[config.mk]
export PLATFORM = sky130hd
export DESIGN_NAME = lavm_fifo
export DESIGN_NICKNAME = d
export VERILOG_FILES = /design/src/rtl/core/lavm_pkg.sv /design/src/rtl/core/lavm_fifo.sv
export SDC_FILE = /design/constraint.sdc
export NUM_CORES = 1
export LEC_CHECK = 0
export BUFFER_PORTS_ARGS = -buffer_cell sky130_fd_sc_hd__buf_2
export CORE_AREA = 2 2 227 229
export DETAILED_ROUTE_END_ITERATION = 16
export DIE_AREA = 0 0 229 231
export PLACE_DENSITY = 0.8
export SLEW_MARGIN = 20
export SYNTH_ARGS = -nofsm -noshare
export SYNTH_HDL_FRONTEND = slang
export SYNTH_SLANG_ARGS = --single-unit
[constraint.sdc]
create_clock -name clk_i -period 38.5 [get_ports clk_i]
set_input_delay 3.85 -clock clk_i [delete_from_list [all_inputs] [get_ports clk_i]]
set_output_delay 3.85 -clock clk_i [all_outputs]
set_load 0.02 [all_outputs]
[src/rtl/core/lavm_pkg.sv]
// shared types and constants for the look-at view matrix block
`timescale 1ns / 1ps

package lavm_pkg;

  localparam int COORD_W = 32;
  localparam int DIFF_W  = 33;

  // row numbers of the emitted matrix
  localparam logic [1:0] ROW_RIGHT = 2'd0;
  localparam logic [1:0] ROW_UP    = 2'd1;
  localparam logic [1:0] ROW_DIR   = 2'd2;
  localparam logic [1:0] ROW_LAST  = 2'd3;

  // one accepted item as the front hands it to the back
  typedef struct packed {
    logic [2:0][COORD_W-1:0] pos;
    logic [2:0][COORD_W-1:0] up;
    logic [2:0][DIFF_W-1:0]  dlt;
    logic                    dzero;
  } item_t;

  // one result row
  typedef struct packed {
    logic [1:0]         row_index;
    logic [COORD_W-1:0] col_a;
    logic [COORD_W-1:0] col_b;
    logic [COORD_W-1:0] col_c;
    logic [COORD_W-1:0] col_d;
    logic               degenerate;
    logic               last_row;
  } row_t;

  // normalize unit status
  typedef struct packed {
    logic done;
    logic ok;
  } nrm_stat_t;

endpackage

[src/rtl/core/lavm_fifo.sv]
// two-entry queue between the input stage and the matrix sequencer
`timescale 1ns / 1ps

module lavm_fifo import lavm_pkg::*; (
  input  logic  clk_i,
  input  logic  rst_ni,
  input  logic  push_valid_i,
  output logic  push_ready_o,
  input  item_t push_item_i,
  output logic  pop_valid_o,
  input  logic  pop_ready_i,
  output item_t pop_item_o
);

  logic [1:0] cnt_q;
  item_t      ent0_q;
  item_t      ent1_q;
  logic       push;
  logic       pop;
  logic [1:0] wr_at;

  assign push_ready_o = (cnt_q != 2'd2);
  assign pop_valid_o  = (cnt_q != 2'd0);
  assign push         = push_valid_i && push_ready_o;
  assign pop          = pop_valid_o && pop_ready_i;
  assign pop_item_o   = ent0_q;
  assign wr_at        = cnt_q - {1'b0, pop};

  always_ff @(posedge clk_i or negedge rst_ni) begin
    if (!rst_ni) begin
      cnt_q <= 2'd0;
    end else begin
      cnt_q <= cnt_q + {1'b0, push} - {1'b0, pop};
    end
  end

  always_ff @(posedge clk_i) begin
    if (push && (wr_at == 2'd0)) begin
      ent0_q <= push_item_i;
    end else if (pop) begin
      ent0_q <= ent1_q;
    end
    if (push && (wr_at == 2'd1)) begin
      ent1_q <= push_item_i;
    end
  end

endmodule

## Word-level counts from Yosys, hierarchy flattened

Cells that the tools add are included.

| storage, ports and cells | value |
|---|---|
| register bits | 586 |
| bits in latches | 0 |
| RAM bits | 0 |
| ROM bits | 0 |
| output and inout port bits | 294 |
| logic and storage cells | 35 |
| memories kept | 0 |

| cells by class | value |
|---|---|
| add/subtract/negate cells | 3 |
| multipliers | 0 |
| divide/modulo/power cells | 0 |
| $lt $le $gt $ge | 0 |
| equal/unequal tests | 2 |
| shift operators | 0 |
| muxes and demuxes | 2 |
| bitwise operators | 0 |
| reductions and logical operators | 7 |

Operators with widths:

| kind | count |
|---|---|
| 2-to-1 mux 292 bit | 2 |
| logical AND 1 bit | 4 |
| nonzero test 2 bit | 2 |
| subtractor 2 x 1 -> 2 bit | 2 |
| adder 2 x 1 -> 2 bit | 1 |
| equality test 2 x 1 -> 1 bit (second input constant) | 1 |
| logical NOT 2 bit | 1 |
| != test 2 bit (second input constant) | 1 |

## Logic depth before layout (Yosys ltp)

| depth | value |
|---|---|
| depth in word-level cells | 6 |
| mapped depth | 7 |

## Worst setup path after synthesis

Ideal clock, no wire load.

| path | value |
|---|---|
| path kind | input-to-reg |
| start point | input port pop_ready_i |
| end point | register ent1_q[0] in the netlist's numbering (enable) |
| arrival | 18.449 ns |
| required time | 37.458 ns |
| slack | 19.008 ns |
| stages on the path | 4 |
| path buffers | 0 |
| path through | o21a_1 ha_1 nand2b_1 a21oi_1 |

| between the ends | value |
|---|---|
| cells in the longest elaborated chain, start to end | 4 |

RTL lines:

| what | RTL line | source |
|---|---|---|
| from (decl) | lavm_fifo.sv:11 | `input logic pop_ready_i,` |
| logical AND 1 bit | lavm_fifo.sv:25 | `assign pop = pop_valid_o && pop_ready_i;` |
| subtractor 2 x 1 -> 2 bit | lavm_fifo.sv:27 | `assign wr_at = cnt_q - {1'b0, pop};` |
| equality test 2 x 1 -> 1 bit | lavm_fifo.sv:43 | `if (push && (wr_at == 2'd1)) begin` |
| logical AND 1 bit | lavm_fifo.sv:43 |  |
| to (signal assigned) | lavm_fifo.sv:44 | `ent1_q <= push_item_i;` |
| to (decl) | lavm_fifo.sv:17 | `item_t ent1_q;` |

Every way passes these cells.
A chain may end at the register's enable or synchronous reset.

## Final worst setup path

| path | value |
|---|---|
| start point | input port pop_ready_i |
| end point | register ent0_q, in the netlist pop_item_o[118], data pin |

| between the ends | value |
|---|---|
| cells in the longest elaborated chain, start to end | 5 |

RTL lines:

| what | RTL line | source |
|---|---|---|
| logical AND 1 bit | lavm_fifo.sv:25 |  |
| subtractor 2 x 1 -> 2 bit | lavm_fifo.sv:27 |  |
| logical NOT 2 bit | lavm_fifo.sv:38 | `if (push && (wr_at == 2'd0)) begin` |
| logical AND 1 bit | lavm_fifo.sv:38 |  |
| 2-to-1 mux 292 bit | lavm_fifo.sv:38 |  |
| to (signal assigned) | lavm_fifo.sv:39 | `ent0_q <= push_item_i;` |
| to (signal assigned) | lavm_fifo.sv:41 | `ent0_q <= ent1_q;` |
| to (decl) | lavm_fifo.sv:16 | `item_t ent0_q;` |

Every way passes these cells.

==> out/results.txt <==
CP cell instances -> buf_2, o21a_1, ha_1, nand3b_4, buf_4, buf_4, mux2_4
Proportion of layout cells with a drive suffix above 1 -> 61.5%
RSZ-0062 raised after global routing -> false
Cell repeated most along the worst path -> buf_4
CTS tree -> done
Post-CTS setup buffers -> 0
Initial antenna violation count -> 13
Peak supply drop -> 0.0628 mV
Row cnt -> 83
Clk buf depth -> 3
# clock sinks -> 586
# hold bufs at CTS -> 0
Status -> completed
Worst Skew -> 15.6 ps
Final setup violation count -> 0
Layout Cells excl Fill -> 2290
Layout area overhead -> 24.0%
Vias in the first global route -> 11800
Starting Density -> 44.6%
Power Density -> 84.3 nW/µm²
All-layer global routing usage -> 18.1%
Final hold viol count -> 0
Max-Cap Viols -> 0
# fillers -> 3792
Gr ovfl total -> 0
Die height -> 231 µm
Routed wire length -> 49.6 mm
Lkg Pwr -> 11.6 nW
CP Capture Type -> flop
Clock insertion delay at the later pin of the skew report -> 600 ps
Ys Warns -> 0
Die footprint -> 52900 µm²
Synth cell count leaders -> edfxtp_1, mux2_4, mux2_2
CTS HTree Levels -> 2
Slowest cell delay on critical path -> 920 ps
Area of the core -> 50700 µm²
Area share of the largest cell type after synthesis -> 77.6%
GPL Wtd Cong -> 0.815
IO Pins -> 590
Critical path arrival -> 7360 ps
Cell Area, Synth -> 22600 µm²
Share of async-settable or async-resettable flops after synthesis -> 0.341%
Distinct cell type count after synthesis -> 17
Port bufs -> 589
ANT nets after route -> 0
Prevailing post-synth register cell -> edfxtp_1
WL/cell -> 21.6 µm
Pins Over Slew Limit -> 0
Syn Nets -> 1226
Syn_area_per_cell -> 24.4 µm²
Clk root buf -> clkbuf_16
Critical Path Source Type -> input port
Worst EP required -> 38840 ps
Slew headroom -> 16.0%
Least-Margin Pin Slew -> 1260 ps
Crit Path Max Fanout -> 57
Cell taking the most area after synthesis -> edfxtp_1
# DRC -> 0
Global-route wire length before repair -> 72.6 mm
Dpl cells -> 2174
Vias -> 11300
Pin count of the biggest net entering global routing -> 175
Slowest cell on the critical path -> buf_4
HP Class -> flop to flop
Flops & latches, synth -> 586
Clk slew on worst S/H paths -> 60 ps
Die X -> 229 µm
Number of CTS-inserted buffers -> 59
Final TNS setup -> 0 ps
Estimated wirelength of the detail-placed design -> 33.2 mm
Fin crit period -> 7020 ps
DRT iter0 DRCs -> 762
Most numerous cell in the Yosys netlist -> edfxtp_1
Drt pass-1 iters -> 4
Nets -> 1854
Number of gates resized after cts -> 0
DR vias/cell -> 4.92
Final Cycle Share -> 18.2%
Crit path kind -> input port to flop
Post-Synthesis Cells -> 927
Number of synthesized flops with an enable pin -> 584
Max frequency -> 143 MHz
Top post-synthesis cells by area -> edfxtp_1, mux2_4, buf_12, mux2_2, buf_8
Sequential area share after synthesis -> 77.8%
[cell families (layout without fill, tap and decap cells)]
group	count (synthesis)	count (layout)	share of synthesized area [%]
adder cells (fa/ha/maj)	3	3	0.166
flip-flops	586	586	77.8
AND/OR/NAND/NOR	8	8	0.266
other	0	6	0
AO/OA/AOI/OAI	2	2	0.0554
XOR/XNOR	2	2	0.0775
multiplexers	292	292	19.0
buffers and inverters	34	711	2.58
[layout make-up]
class / count / area [µm²] / share of cell area, %
clock buffer: 67 / 1550 / 5.53
tap: 680 / 851 / 3.04
clock inverter: 43 / 512 / 1.83
inverter: 2 / 7.51 / 0.0268
timing repair buffer: 599 / 3050 / 10.9
antenna: 6 / 15.0 / 0.0536
multi-input combinational: 307 / 4440 / 15.9
sequential: 586 / 17600 / 62.8
[state kept, by name, indices dropped and copies added (netlist names)]
signal and flops:
pop_item_o 292, ent1_q 292, cnt_q 2
[report_power, final]
group	internal [W]	leakage (nW)	switching, W
registers	0.000989	5.53	0.0000586
clock network	0.000363	0.995	0.000241
logic	0.000277	5.05	0.000434
[metrics by stage]
step                      power (W)  cell area, µm²  worst slack, ps  hold WS [ps]  utilization (%)
after floorplan             0.00166           22600            19010           523                -
after detailed placement    0.00177           25900            30920           533             51.2
after global routing        0.00245           28000            31320           549             55.3
after global placement      0.00175           25900            30960           526             51.2
after CTS                   0.00238           28000            31550           544             55.2
final                       0.00236           28000            31480           542             55.3
[metal layers]
| metal | vias up | share of wire (%) | wire length, µm | track usage (%) |
|---|---|---|---|---|
| met2 | 541 | 50 | 24700 | 30.6 |
| met3 | 103 | 11 | 5260 | 6.99 |
| met4 | 12 | 2.9 | 1420 | 6.86 |
| met1 | 5644 | 36 | 18100 | 20.9 |
| met5 | - | 0.14 | 70 | 0 |
| li1 | 4977 | - | - | - |
[final timing paths]
check | depth (start not counted) | from | slack, ps | endpoint
worst min register to register | 1 | ent1_q[183] | 540 | pop_item_o[183]
worst max register to register | 6 | cnt_q[1] | 34260 | pop_item_o[118]
max in group asynchronous | 1 | rst_ni | 35390 | cnt_q[0]
min in group asynchronous | 1 | rst_ni | 3020 | cnt_q[1]
worst max-delay path | 7 | pop_ready_i | 31480 | pop_item_o[118]
worst min-delay path | 1 | ent1_q[183] | 540 | pop_item_o[183]
[cell usage in the layout (no fill, tap or decap)]
| cell | count |
|---|---|
| edfxtp_1 | 584 |
| or2_2 | 2 |
| clkinvlp_4 | 5 |
| inv_1 | 2 |
| nand3b_4 | 1 |
| clkinv_4 | 2 |
| mux2_4 | 269 |
| inv_6 | 3 |
| ha_1 | 3 |
| nand3_1 | 1 |
| clkbuf_16 | 61 |
| mux2_2 | 23 |
| buf_4 | 8 |
| diode_2 | 6 |
| buf_2 | 589 |
| inv_8 | 1 |
| xnor2_1 | 2 |
| dfrtp_1 | 2 |
| o21a_1 | 1 |
| clkinv_1 | 13 |
| clkbuf_1 | 6 |
| a21oi_4 | 1 |
| buf_12 | 2 |
| nand2b_4 | 1 |
| nand2b_1 | 2 |
| bufinv_16 | 11 |
| nand2_1 | 1 |
| clkinv_2 | 8 |
[worst max-delay path: cells and delay by family]
| kind | cells | cell delay (ps) |
|---|---|---|
| AOI/OAI and AO/OA | 1 | 130 |
| adders and majority gates | 1 | 330 |
| buffers and inverters | 3 | 1900 |
| muxes | 1 | 360 |
| and+or+nand+nor | 1 | 610 |
(Power assumes the default switching activity.)
