`src/rtl/core/lavm_pkg.sv`:
```
// shared types and constants for the look-at view matrix block
`timescale 1ns / 1ps

package lavm_pkg;

  localparam int COORD_W = 32;
  localparam int DIFF_W  = 33;

  // row numbers of the emitted matrix
  localparam logic [1:0] ROW_RIGHT = 2'd0;
  localparam logic [1:0] ROW_UP    = 2'd1;
  localparam logic [1:0] ROW_DIR   = 2'd2;
  localparam logic [1:0] ROW_LAST  = 2'd3;

  // one accepted item as the front hands it to the back
  typedef struct packed {
    logic [2:0][COORD_W-1:0] pos;
    logic [2:0][COORD_W-1:0] up;
    logic [2:0][DIFF_W-1:0]  dlt;
    logic                    dzero;
  } item_t;

  // one result row
  typedef struct packed {
    logic [1:0]         row_index;
    logic [COORD_W-1:0] col_a;
    logic [COORD_W-1:0] col_b;
    logic [COORD_W-1:0] col_c;
    logic [COORD_W-1:0] col_d;
    logic               degenerate;
    logic               last_row;
  } row_t;

  // normalize unit status
  typedef struct packed {
    logic done;
    logic ok;
  } nrm_stat_t;

endpackage

```
`src/rtl/core/lavm_front.sv`:
```
// input stage: takes a transfer, forms position minus target and flags a zero difference
`timescale 1ns / 1ps

module lavm_front import lavm_pkg::*; (
  input  logic                    clk_i,
  input  logic                    rst_ni,
  input  logic                    in_valid_i,
  output logic                    in_ready_o,
  input  logic [2:0][COORD_W-1:0] pos_i,
  input  logic [2:0][COORD_W-1:0] tgt_i,
  input  logic [2:0][COORD_W-1:0] up_i,
  output logic                    push_valid_o,
  input  logic                    push_ready_i,
  output item_t                   item_o
);

  logic                    hold_q;
  logic [2:0][COORD_W-1:0] pos_q;
  logic [2:0][COORD_W-1:0] tgt_q;
  logic [2:0][COORD_W-1:0] up_q;
  logic                    load;

  assign in_ready_o   = !hold_q || push_ready_i;
  assign load         = in_valid_i && in_ready_o;
  assign push_valid_o = hold_q;

  always_ff @(posedge clk_i or negedge rst_ni) begin
    if (!rst_ni) begin
      hold_q <= 1'b0;
    end else if (load) begin
      hold_q <= 1'b1;
    end else if (push_ready_i) begin
      hold_q <= 1'b0;
    end
  end

  always_ff @(posedge clk_i) begin
    if (load) begin
      pos_q <= pos_i;
      tgt_q <= tgt_i;
      up_q  <= up_i;
    end
  end

  always_comb begin
    item_o.pos = pos_q;
    item_o.up  = up_q;
    for (int i = 0; i < 3; i++) begin
      item_o.dlt[i] = DIFF_W'($signed(pos_q[i])) - DIFF_W'($signed(tgt_q[i]));
    end
    item_o.dzero = (item_o.dlt == '0);
  end

endmodule

```
`config.mk`:
```
export PLATFORM = sky130hd
export DESIGN_NAME = lavm_front
export DESIGN_NICKNAME = d
export VERILOG_FILES = /design/src/rtl/core/lavm_pkg.sv /design/src/rtl/core/lavm_front.sv
export SDC_FILE = /design/constraint.sdc
export NUM_CORES = 1
export LEC_CHECK = 0
export BUFFER_PORTS_ARGS = -buffer_cell sky130_fd_sc_hd__buf_4
export CAP_MARGIN = 25
export CELL_PAD_IN_SITES_DETAIL_PLACEMENT = 1
export CELL_PAD_IN_SITES_GLOBAL_PLACEMENT = 1
export CORE_AREA = 2 2 228 230
export CTS_CLUSTER_DIAMETER = 60
export CTS_CLUSTER_SIZE = 30
export DETAILED_ROUTE_END_ITERATION = 6
export DIE_AREA = 0 0 230 232
export PLACE_DENSITY_LB_ADDON = 0.1
export SLEW_MARGIN = 25
export SYNTH_ARGS = -nofsm -noshare
export SYNTH_HDL_FRONTEND = slang
export SYNTH_SLANG_ARGS = --single-unit
export TNS_END_PERCENT = 100
```
`constraint.sdc`:
```
create_clock -name clk_i -period 8.1 [get_ports clk_i]
set_input_delay 1.62 -clock clk_i [delete_from_list [all_inputs] [get_ports clk_i]]
set_output_delay 1.62 -clock clk_i [all_outputs]
set_load 0.02 [all_outputs]
```
After elaboration in Yosys (flattened, before gate mapping)
Index checks and enable logic that the tools add are counted.
{ "word_totals": {"ff_bits": 289, "latchBits": 0, "mem_bits_rw": 0, "romBits": 0, "output_inout_bits": 294, "wordCells": 20, "memories": 0} }
{ "op_classes": {"n_addsub": 3, "multipliers": 0, "div": 0, "n_lt_le_gt_ge": 0, "eq_ne": 0, "n_shift": 0, "n_mux": 2, "n_bitwise": 0, "reduce_logical": 5} }
{ "ops": {"columns": ["cell", "count"], "rows": [
  ["logical NOT 99 bit", 1],
  ["subtractor 32 x 32 -> 33 bit", 3],
  ["2-to-1 mux 1 bit", 2],
  ["nonzero test 2 bit", 1],
  ["logical AND 1 bit", 1],
  ["logical NOT 1 bit", 1],
  ["logical OR 1 bit", 1]
]} }

Logic depth before layout (Yosys ltp)
Gate-level depths: netlist of the first run.
{ "depth": {"depth_word": 4, "ltp_mapped": 13, "depth_no_buf": 13} }

Worst setup path before layout of the first run
OpenSTA, ideal clock, no wires.
{ "synth_timing": {"path_type": "input to register", "start": "input push_ready_i", "end": "register up_q (netlist bit item_o[100]), enable pin", "setup_time_ns": 0.685, "arrival_time_ns": 8.449, "t_required_ns": 7.415, "slack_ns": -1.034, "path_stages": 2, "cell_sequence": "nand2b_1 and2_1"} }
{ "synth_between": {"elab_chain_cells": 2} }
{ "synth_lines": {"columns": ["element", "line_no", "source"], "rows": [
  ["from (decl)", "lavm_front.sv:13", "input logic push_ready_i,"],
  ["logical OR 1 bit", "lavm_front.sv:23", "assign in_ready_o = !hold_q || push_ready_i;"],
  ["logical AND 1 bit", "lavm_front.sv:24", "assign load = in_valid_i && in_ready_o;"],
  ["via load", "lavm_front.sv:21", "logic load;"],
  ["to (signal assigned)", "lavm_front.sv:41", "up_q <= up_i;"],
  ["to (decl)", "lavm_front.sv:20", "logic [2:0][COORD_W-1:0] up_q;"]
]} }
The timed path passes the listed nets, and every way through them passes these cells.
A chain may end at the register's enable or synchronous reset.

==> results.toml, run 1 <==
[run_status]
status = "completed"

[timing]
setup_viol = 0
grt_setup_unrepaired = "no"
fin_skew_ns = 0.0220
max-slew-margin-rel_pct = 31.6
hold_viol = 0
final_max_slew_viol_count = 0
worstMarginPinSlew_ns = 1.03
fin_setup_tns_ns = 0
fmax_mhz = 157
fin_crit_ns = 6.36
min_period_over_period_pct = 78.6

[critical_path]
crit-reg2reg-launch = "push_valid_o"
r2r_slack_ns = 5.60
crit_path_cell_trace = "ha_1 -> a211o_1 -> a21oi_1 -> o2bb2ai_1 -> o32ai_1 -> o21ai_1 -> xor2_1 -> nor4_1 -> nand4b_1 -> nor4b_1 -> and4b_1 -> buf_4"
worstSetupPathType = "reg -> out"
required_ns = 6.48
critPathLaunchType = "register"
cpPeakStageDelay_ns = 0.54
arrival_ns = 4.74
reg2reg_to = "tgt_q[45]"
reg2regPathDepth = 3
path_max_fanout = 9
cp-end-kind = "output pin"
slowest_stage = "o32ai_1"

[routing]
via_per_inst = 4.95
dr.first_iter.drc_count = 689
remaining_drc_errors = 0
ant_nets = 0
dr.pass1.iters = 5
wl_per_cell_um = 23.5
totalWireLength_um = 61000
vias = 12845

[clock_tree]
cts_root_buf = "clkbuf_16"
cts_buffers = 35
cts_max_level = 2
ctsHoldBuffers = 0
numClockSinks = 289
ctsLongestPathBuffers = 3
post_cts_resize_count = 0
clk_latency_ns = 0.54
post_cts_buffers = 0
clk_pin_slew_ns = 0.08
cts_tree = "done"

[synth]
synth_area_mm2 = 0.0152
syn_nets = 1687
yosysUniqueCellTypes = 83
syn_avg_cell_area_um2 = 11.8
synth_flop_cell = "edfxtp_1"
postSynth.asyncResetShare_pct = 0.346
synthCells = 1296
synth_edf_count = 288
ys_seq_area_share_pct = 56.9
yosys_warnings = 0
synth-seq-cells = 289

[grt]
antenna_found_initial = 5
track_usage_pct = 22.2
gr-total-overflow = 0
grt_pass1_vias = 13610
grt_pass1_wl_um = 88100
grt_start_max_net_pins = 112

[die]
fp.dieH_um = 232
die_w_um = 230
core_area_mm2 = 0.0509
pin_count = 586
std_cell_rows = 83
die_area_mm2 = 0.0534
start_util_pct = 30.0

[power_and_ir_drop]
peakVddDrop_mv = 0.163
power_density_mw_per_mm2 = 219
leakage_uw = 0.00927

[placement]
gp_congestion = 0.857
port_buffers = 585
hpwl_um = 50300
place_area_mm2 = 0.0204

[layout]
final_area_mm2 = 0.0216
area_growth_pct = 41.8
post_route_cells_drive_above_1_share_pct = 34.9
num-nets-final = 2279

[hold_path]
hold_path_end = "push_valid_o"
whs_path_depth = 2
hold_start = "push_valid_o"
hp-class = "reg -> reg"

[run]
maxCapViolCount = 0
==> worst max-delay path: cells and delay by family (launching register included) <==
kind	cells	cell delay, ns
AO/OA/AOI/OAI	5	1.59
AND/OR/NAND/NOR	4	1.33
adder cells (fa/ha/maj)	1	0.44
flip-flops	1	0.41
XOR/XNOR	1	0.27
buffers and inverters	1	0.15
==> metrics by stage <==
step	hold slack (ns)	total power [µW]	util (%)	std cells	setup slack [ns]
detailed placement	0.598	3090	40.1	2531	2.27
finish	0.623	4730	42.5	2595	1.74
global placement	0.597	3090	40.1	2531	2.22
floorplan	0.782	2490	-	1296	2.19
CTS	0.617	4810	42.5	2593	1.62
global route	0.657	4940	42.5	2594	1.43
==> report_power, final <==
part	switching (µW)	internal, µW	leakage [µW]	total, µW
sequential	37.2	1750	0.00275	1790
clock	694	987	0.000591	1680
combinational	771	494	0.00593	1270
total	1500	3230	0.00927	4730
==> area by class of cell <==
class / instances / area (µm²)
Multi-Input combinational cell: 847 / 5960
Clock buffer: 40 / 937
Timing Repair Buffer: 588 / 4430
Clock inverter: 22 / 298
Fill cell: 5616 / 29300
Antenna cell: 2 / 5.00
Tap cell: 680 / 851
Sequential cell: 289 / 8670
Inverter: 127 / 477
==> how the worst max path moves through the flow <==
stage / cells after the start / slack (ns) / endpoint / from
6_report: 12 / 1.74 / item_o[0] / item_o[267]
5_1_grt: 12 / 1.43 / item_o[0] / item_o[267]
4_1_cts: 12 / 1.62 / item_o[0] / item_o[267]
3_5_place_dp: 12 / 2.27 / item_o[0] / item_o[267]
3_3_place_gp: 12 / 2.22 / item_o[0] / item_o[267]
2_1_floorplan: 2 / 2.19 / item_o[100] / push_ready_i
==> cell families after synthesis <==
logic type / count (synthesis) / synth area share (%)
adders and majority gates: 99 / 8.27
muxes: 4 / 0.263
xor gates and xnor gates: 64 / 3.68
buffers and inverters: 160 / 4.05
AOI/OAI and AO/OA: 357 / 15.9
and+or+nand+nor: 323 / 10.9
DFF: 289 / 56.9
==> cell usage after synthesis (6+ instances only) <==
master,n,area [µm²]
nor3_1,26,130
or3_1,20,125
a211o_1,6,52.6
nand2b_1,13,81.3
xor2_1,24,210
a21o_1,32,240
nand4_1,17,106
nor2b_1,9,56.3
xnor2_1,40,350
a211oi_1,13,97.6
and2_1,23,144
a21oi_1,99,495
a31oi_1,11,68.8
clkbuf_1,29,109
nand2_1,79,297
o211ai_1,16,120
inv_1,127,477
ha_1,96,1200
and3_1,8,50.1
edfxtp_1,288,8650
o21a_1,18,135
nand3_1,30,150
nor2_1,58,218
o21ai_0,66,330
o21bai_1,11,82.6
nor4_1,11,68.8
a2111oi_0,7,61.3
==> cell usage in the layout, fill, tap and decap left out, types with 13 or more instances in the layout <==
cell type  instances
o21ai_0           66
nand4_1           17
nand2b_1          13
and2_1            22
xor2_1            24
o21a_1            18
nand3_1           30
o211ai_1          16
edfxtp_1         288
ha_1              96
a21o_1            32
nor2_1            58
a211oi_1          13
a21oi_1           99
xnor2_1           40
inv_1            127
buf_4            587
or3_1             20
clkbuf_16         37
nor3_1            26
nand2_1           79
==> layer usage <==
| metal | GRT usage (%) | vias to the layer above | routed length, µm |
|---|---|---|---|
| met3 | 6.42 | 64 | 4330 |
| met1 | 25.8 | 6292 | 24200 |
| met2 | 39.6 | 416 | 31000 |
| met5 | 0 | - | 28 |
| met4 | 6.37 | 4 | 1380 |
| li1 | - | 6069 | - |
==> flip-flops by register name (all words and copies together), names as in the netlist <==
register and flops:
item_o 192, push_valid_o 1, tgt_q 96
Power figures use the tool's default switching activity.
==> run 2, diff against run 1 <==
==> constraint.sdc (replaced) <==
create_clock -name clk_i -period 5.8 [get_ports clk_i]
set_input_delay 1.16 -clock clk_i [delete_from_list [all_inputs] [get_ports clk_i]]
set_output_delay 1.16 -clock clk_i [all_outputs]
set_load 0.02 [all_outputs]
==> results.toml, run 2 (synthesis gave the netlist of run 1 again) <==
[run_status]
status = "completed"

[clock_tree]
clk_latency_ns = 0.60
cts_max_level = 1
clk_pin_slew_ns = 0.07
numClockSinks = 289
cts_root_buf = "clkbuf_16"
cts_buffers = 31
cts_tree = "done"
ctsLongestPathBuffers = 3

[critical_path]
required_ns = 4.64
crit-reg2reg-launch = "push_valid_o"
worstSetupPathType = "reg -> out"
arrival_ns = 4.37
critPathLaunchType = "register"
cp-end-kind = "output pin"
reg2reg_to = "tgt_q[42]"
path_max_fanout = 4
reg2regPathDepth = 3
r2r_slack_ns = 3.51

[layout]
num-nets-final = 2279
final_common_cell = "buf_4"
post_route_cells_drive_above_1_share_pct = 36.4
multiInputGateArea_mm2 = 0.00612
final_cell_mix = "589 x buf_4, 288 x edfxtp_1, 127 x inv_1, 96 x a21oi_1, 90 x ha_1"
largest_reg_flops = 192
area.sequential_mm2 = 0.00867
area_growth_pct = 42.5
fillers = 5629

[grt]
track_usage_pct = 22.0
grt_pass1_vias = 13672
gr-total-overflow = 0
grt_start_max_net_pins = 108
grt_pass1_wl_um = 87700
antenna_found_initial = 8

[routing]
ant_nets = 0
totalWireLength_um = 61000
vias = 12798
dr.first_iter.drc_count = 507
dr.pass1.iters = 5
via_per_inst = 4.93
wl_per_cell_um = 23.5
remaining_drc_errors = 0

[power_and_ir_drop]
pwr-share-seq_pct = 38.5
p_total_uw = 6470
peakVddDrop_mv = 0.228
p_sw_uw = 2120
p_comb_share_pct = 27.9
cellInternalPower_uw = 4350
power_density_mw_per_mm2 = 298
p_clk_share_pct = 33.5
switching_share_pct = 32.8
leakage_uw = 0.00927

[timing]
fin_setup_tns_ns = 0
grt_setup_unrepaired = "no"
fin_crit_ns = 5.53
hold_viol = 0
setup_viol = 0
fin_skew_ns = 0.0136
worstMarginPinSlew_ns = 0.940
max-slew-margin-rel_pct = 36.9
min_period_over_period_pct = 95.3
fmax_mhz = 181
final_max_slew_viol_count = 0

[placement]
gp_congestion = 0.858
port_buffers = 585
hpwl_um = 50700

[die]
die_area_mm2 = 0.0534
pin_count = 586
start_util_pct = 30.0
fp.dieH_um = 232
die_w_um = 230
core_area_mm2 = 0.0509
std_cell_rows = 83

[hold_path]
hp-class = "in -> async"

[run]
maxCapViolCount = 0
## run 2: final cells by class
class	count	share of cell area [%]
Antenna cell	4	0.0461
Multi-Input combinational cell	847	28.2
Timing Repair Buffer	592	20.6
Clock inverter	27	1.58
Sequential cell	289	39.9
Tap cell	680	3.91
Clock buffer	31	3.57
Inverter	127	2.19
## run 2: timing repair
item                       CTS  global route
setup endpoints to repair    1             1
resized for setup            3            30
setup buffers                0             2
pin swaps                    0             1
hold buffers                 0             0
## run 2: metrics by stage
stage	utilization (%)	worst slack [ns]	hold WS, ns	cell area (µm²)	std cells
after CTS	42.4	0.00905	0.269	21600	2591
after global placement	40.1	0.674	0.594	20400	2533
final	42.7	0.270	0.316	21700	2597
after global routing	42.7	0.000789	0.282	21700	2596
after detailed placement	40.1	0.573	0.610	20400	2533
after floorplan	-	0.354	0.782	15200	1296
## run 2: power groups by stage
stage	Sequential, µW	Combinational (µW)	Clock, µW
floorplan	2630	846	0
global placement	2530	1790	0
detailed placement	2540	1800	0
CTS	2490	1800	2240
global route	2500	1940	2300
finish	2490	1810	2170
## run 2: critical path, cell delays in order, from the launching register on
cell	delay, ns
edfxtp_1	0.35
inv_1	0.05
ha_1	0.22
fa_1	0.44
nor2b_2	0.22
o211ai_1	0.17
a22oi_2	0.26
buf_4	0.16
a41oi_2	0.20
o21ba_2	0.28
xnor2_1	0.17
nor2_1	0.20
or4b_1	0.44
and4b_1	0.27
and4b_1	0.18
buf_4	0.15
## run 2: worst max path at each step
stage | from | to | slack, ns | depth (start not counted)
global route | item_o[228] | item_o[0] | 0.0008 | 14
CTS | item_o[260] | item_o[0] | 0.009 | 14
finish | item_o[260] | item_o[0] | 0.27 | 15
detailed placement | item_o[260] | item_o[0] | 0.57 | 14
floorplan | push_ready_i | item_o[100] | 0.35 | 2
global placement | item_o[260] | item_o[0] | 0.67 | 14
## run 2: per-layer routing
layer	up-vias	routed length, µm	global-route usage, %
li1	6069	-	-
met1	6213	24200	25.7
met2	412	30100	38.1
met3	96	4460	6.77
met4	8	2270	8.04
met5	-	52	0
==> run 3, diff against run 2 <==
--- a/config.mk
+++ b/config.mk
@@ -9,12 +9,13 @@
 export CAP_MARGIN = 25
 export CELL_PAD_IN_SITES_DETAIL_PLACEMENT = 1
 export CELL_PAD_IN_SITES_GLOBAL_PLACEMENT = 1
-export CORE_AREA = 2 2 228 230
+export CORE_AREA = 2 2 229 231
 export CTS_CLUSTER_DIAMETER = 60
 export CTS_CLUSTER_SIZE = 30
 export DETAILED_ROUTE_END_ITERATION = 6
-export DIE_AREA = 0 0 230 232
+export DIE_AREA = 0 0 231 233
 export PLACE_DENSITY_LB_ADDON = 0.1
+export REMOVE_ABC_BUFFERS = 1
 export SLEW_MARGIN = 25
 export SYNTH_ARGS = -nofsm -noshare
 export SYNTH_HDL_FRONTEND = slang
==> constraint.sdc (replaced) <==
create_clock -name clk_i -period 5.3 [get_ports clk_i]
set_input_delay 1.06 -clock clk_i [delete_from_list [all_inputs] [get_ports clk_i]]
set_output_delay 1.06 -clock clk_i [all_outputs]
set_load 0.02 [all_outputs]
==> results.toml, run 3 (synthesis gave the netlist of run 1 again) <==
[run_status]
violations = "negative setup slack"
status = "finished, violations left"

[critical_path]
crit-reg2reg-launch = "push_valid_o"
critPathLaunchType = "register"
slowest_stage = "or4b_4"
critical_path_buf_inv_count = 3
crit_path_cell_trace = "inv_2 -> ha_4 -> fa_2 -> nor2b_4 -> buf_6 -> o2111a_2 -> or3_4 -> a221oi_2 -> nand4b_1 -> nor4_2 -> nand4_1 -> or4b_4 -> and4b_1 -> and4b_1 -> buf_6"
required_ns = 4.24
cp_top_family = "simple AND/OR/NAND/NOR gates"
cp-endpoint = "item_o[0]"
reg2regPathDepth = 3
r2r_slack_ns = 3.14
reg2reg_to = "item_o[258]"
crit_path_start = "item_o[260]"
cp.depth = 15
arrival_ns = 4.24
worstSetupPathType = "reg -> out"
cp-end-kind = "output pin"
cpPeakStageDelay_ns = 0.54
path_max_fanout = 3

[layout]
area.sequential_mm2 = 0.00867
final_common_cell = "buf_4"
num-nets-final = 2302
multiInputGateArea_mm2 = 0.00630
final_cell_mix = "606 x buf_4, 288 x edfxtp_1, 126 x inv_1, 91 x a21oi_1, 84 x ha_1"
largest_reg_flops = 192
post_route_cells_drive_above_1_share_pct = 38.4
area_growth_pct = 44.9
fillers = 5648
final_area_mm2 = 0.0221

[placement]
pre_cts_ws_ns = 0.319
port_buffers = 585
gp_congestion = 0.849
hpwl_um = 49300
place_area_mm2 = 0.0205

[timing]
hold_viol = 0
fmax_mhz = 189
grt_setup_unrepaired = "yes"
hold_ws_ns = 0.254
fin_skew_ns = 0.0223
min_period_over_period_pct = 100
fin_crit_ns = 5.30
final_max_slew_viol_count = 0
worstMarginPinSlew_ns = 0.834
fin_ws_ns = -0.000918
max-slew-margin-rel_pct = 44.4
fin_setup_tns_ns = -0.000918
setup_viol = 1

[power_and_ir_drop]
p_sw_uw = 2370
cellInternalPower_uw = 4780
leakage_uw = 0.00939
p_comb_share_pct = 28.3
switching_share_pct = 33.2
power_density_mw_per_mm2 = 324
p_total_uw = 7160
p_clk_share_pct = 33.6
peakVddDrop_mv = 0.277
pwr-share-seq_pct = 38.1

[die]
start_util_pct = 29.8
pin_count = 586
die_w_um = 231
die_area_mm2 = 0.0538
core_area_mm2 = 0.0511
std_cell_rows = 83
fp.dieH_um = 233

[routing]
dr.first_iter.drc_count = 458
vias = 12820
ant_nets = 0
remaining_drc_errors = 0
totalWireLength_um = 59700
wl_per_cell_um = 22.8
dr.pass1.iters = 5
via_per_inst = 4.90

[clock_tree]
cts_tree = "done"
cts_root_buf = "clkbuf_16"
ctsHoldBuffers = 0
ctsLongestPathBuffers = 3
numClockSinks = 289
clk_pin_slew_ns = 0.07
cts_buffers = 34
cts_max_level = 2
clk_latency_ns = 0.57

[grt]
antenna_found_initial = 4
track_usage_pct = 21.5
grt_start_max_net_pins = 61
grt_pass1_wl_um = 86400
gr-total-overflow = 0
grt_pass1_vias = 13690

[hold_path]
hp-class = "in -> async"

[run]
maxCapViolCount = 0
run 3: cell types whose count changed in the layout (fill, tap and decap cells not counted), moves of 3 or more:
cell and delta:
a21oi_1 -5, a21oi_2 +4, buf_4 +17, bufinv_16 -3
clkbuf_16 +3, clkinv_1 -4, clkinv_8 -4, ha_1 -6
ha_4 +6
run 3: stage by stage:
stage,cells,util [%]
3_5_place_dp,2543,40.1
5_1_grt,2616,43.2
3_3_place_gp,2543,40.1
4_1_cts,2613,43.0
6_report,2617,43.2
2_1_floorplan,1263,-
run 3: final cells by class:
class / count / share of cell area, %
multi-input cells: 847 / 28.5
well taps: 680 / 3.85
clock buffers: 37 / 3.95
clock inverters: 23 / 1.19
diodes: 2 / 0.0227
flip-flops and latches: 289 / 39.3
repair buffers: 612 / 21.1
inverters: 127 / 2.16
run 3: layer usage:
| metal | GRT usage (%) | up-vias | share of wire (%) |
|---|---|---|---|
| met5 | 0 | - | 0.020 |
| met4 | 6.03 | 2 | 2.3 |
| met3 | 6.23 | 80 | 7.1 |
| met2 | 37.8 | 387 | 50 |
| met1 | 25.5 | 6256 | 40 |
| li1 | - | 6095 | - |
run 3: how the worst min path moves through the flow:
stage	from	endpoint	slack [ns]	cells past startpoint
floorplan	rst_ni	push_valid_o	0.76	0
global placement	push_valid_o	push_valid_o	0.52	2
detailed placement	push_valid_o	push_valid_o	0.54	2
CTS	rst_ni	push_valid_o	0.21	1
global route	rst_ni	push_valid_o	0.22	1
finish	rst_ni	push_valid_o	0.25	1
run 3: power by group through the flow:
| stage | Clock (µW) | Combinational [µW] | Sequential [µW] |
|---|---|---|---|
| 2_1_floorplan | 0 | 921 | 2900 |
| 3_3_place_gp | 0 | 1970 | 2770 |
| 3_5_place_dp | 0 | 1970 | 2780 |
| 4_1_cts | 2480 | 2030 | 2730 |
| 5_1_grt | 2550 | 2180 | 2740 |
| 6_report | 2410 | 2020 | 2730 |
run 3: timing repair:
action                                 4_1_cts  5_1_grt
gates cloned                                 0        0
setup endpoints to repair                    1        1
pin swaps                                   12       11
gates resized for setup                     45       25
endpoints found under the hold margin        0        0
buffers inserted                            10        2
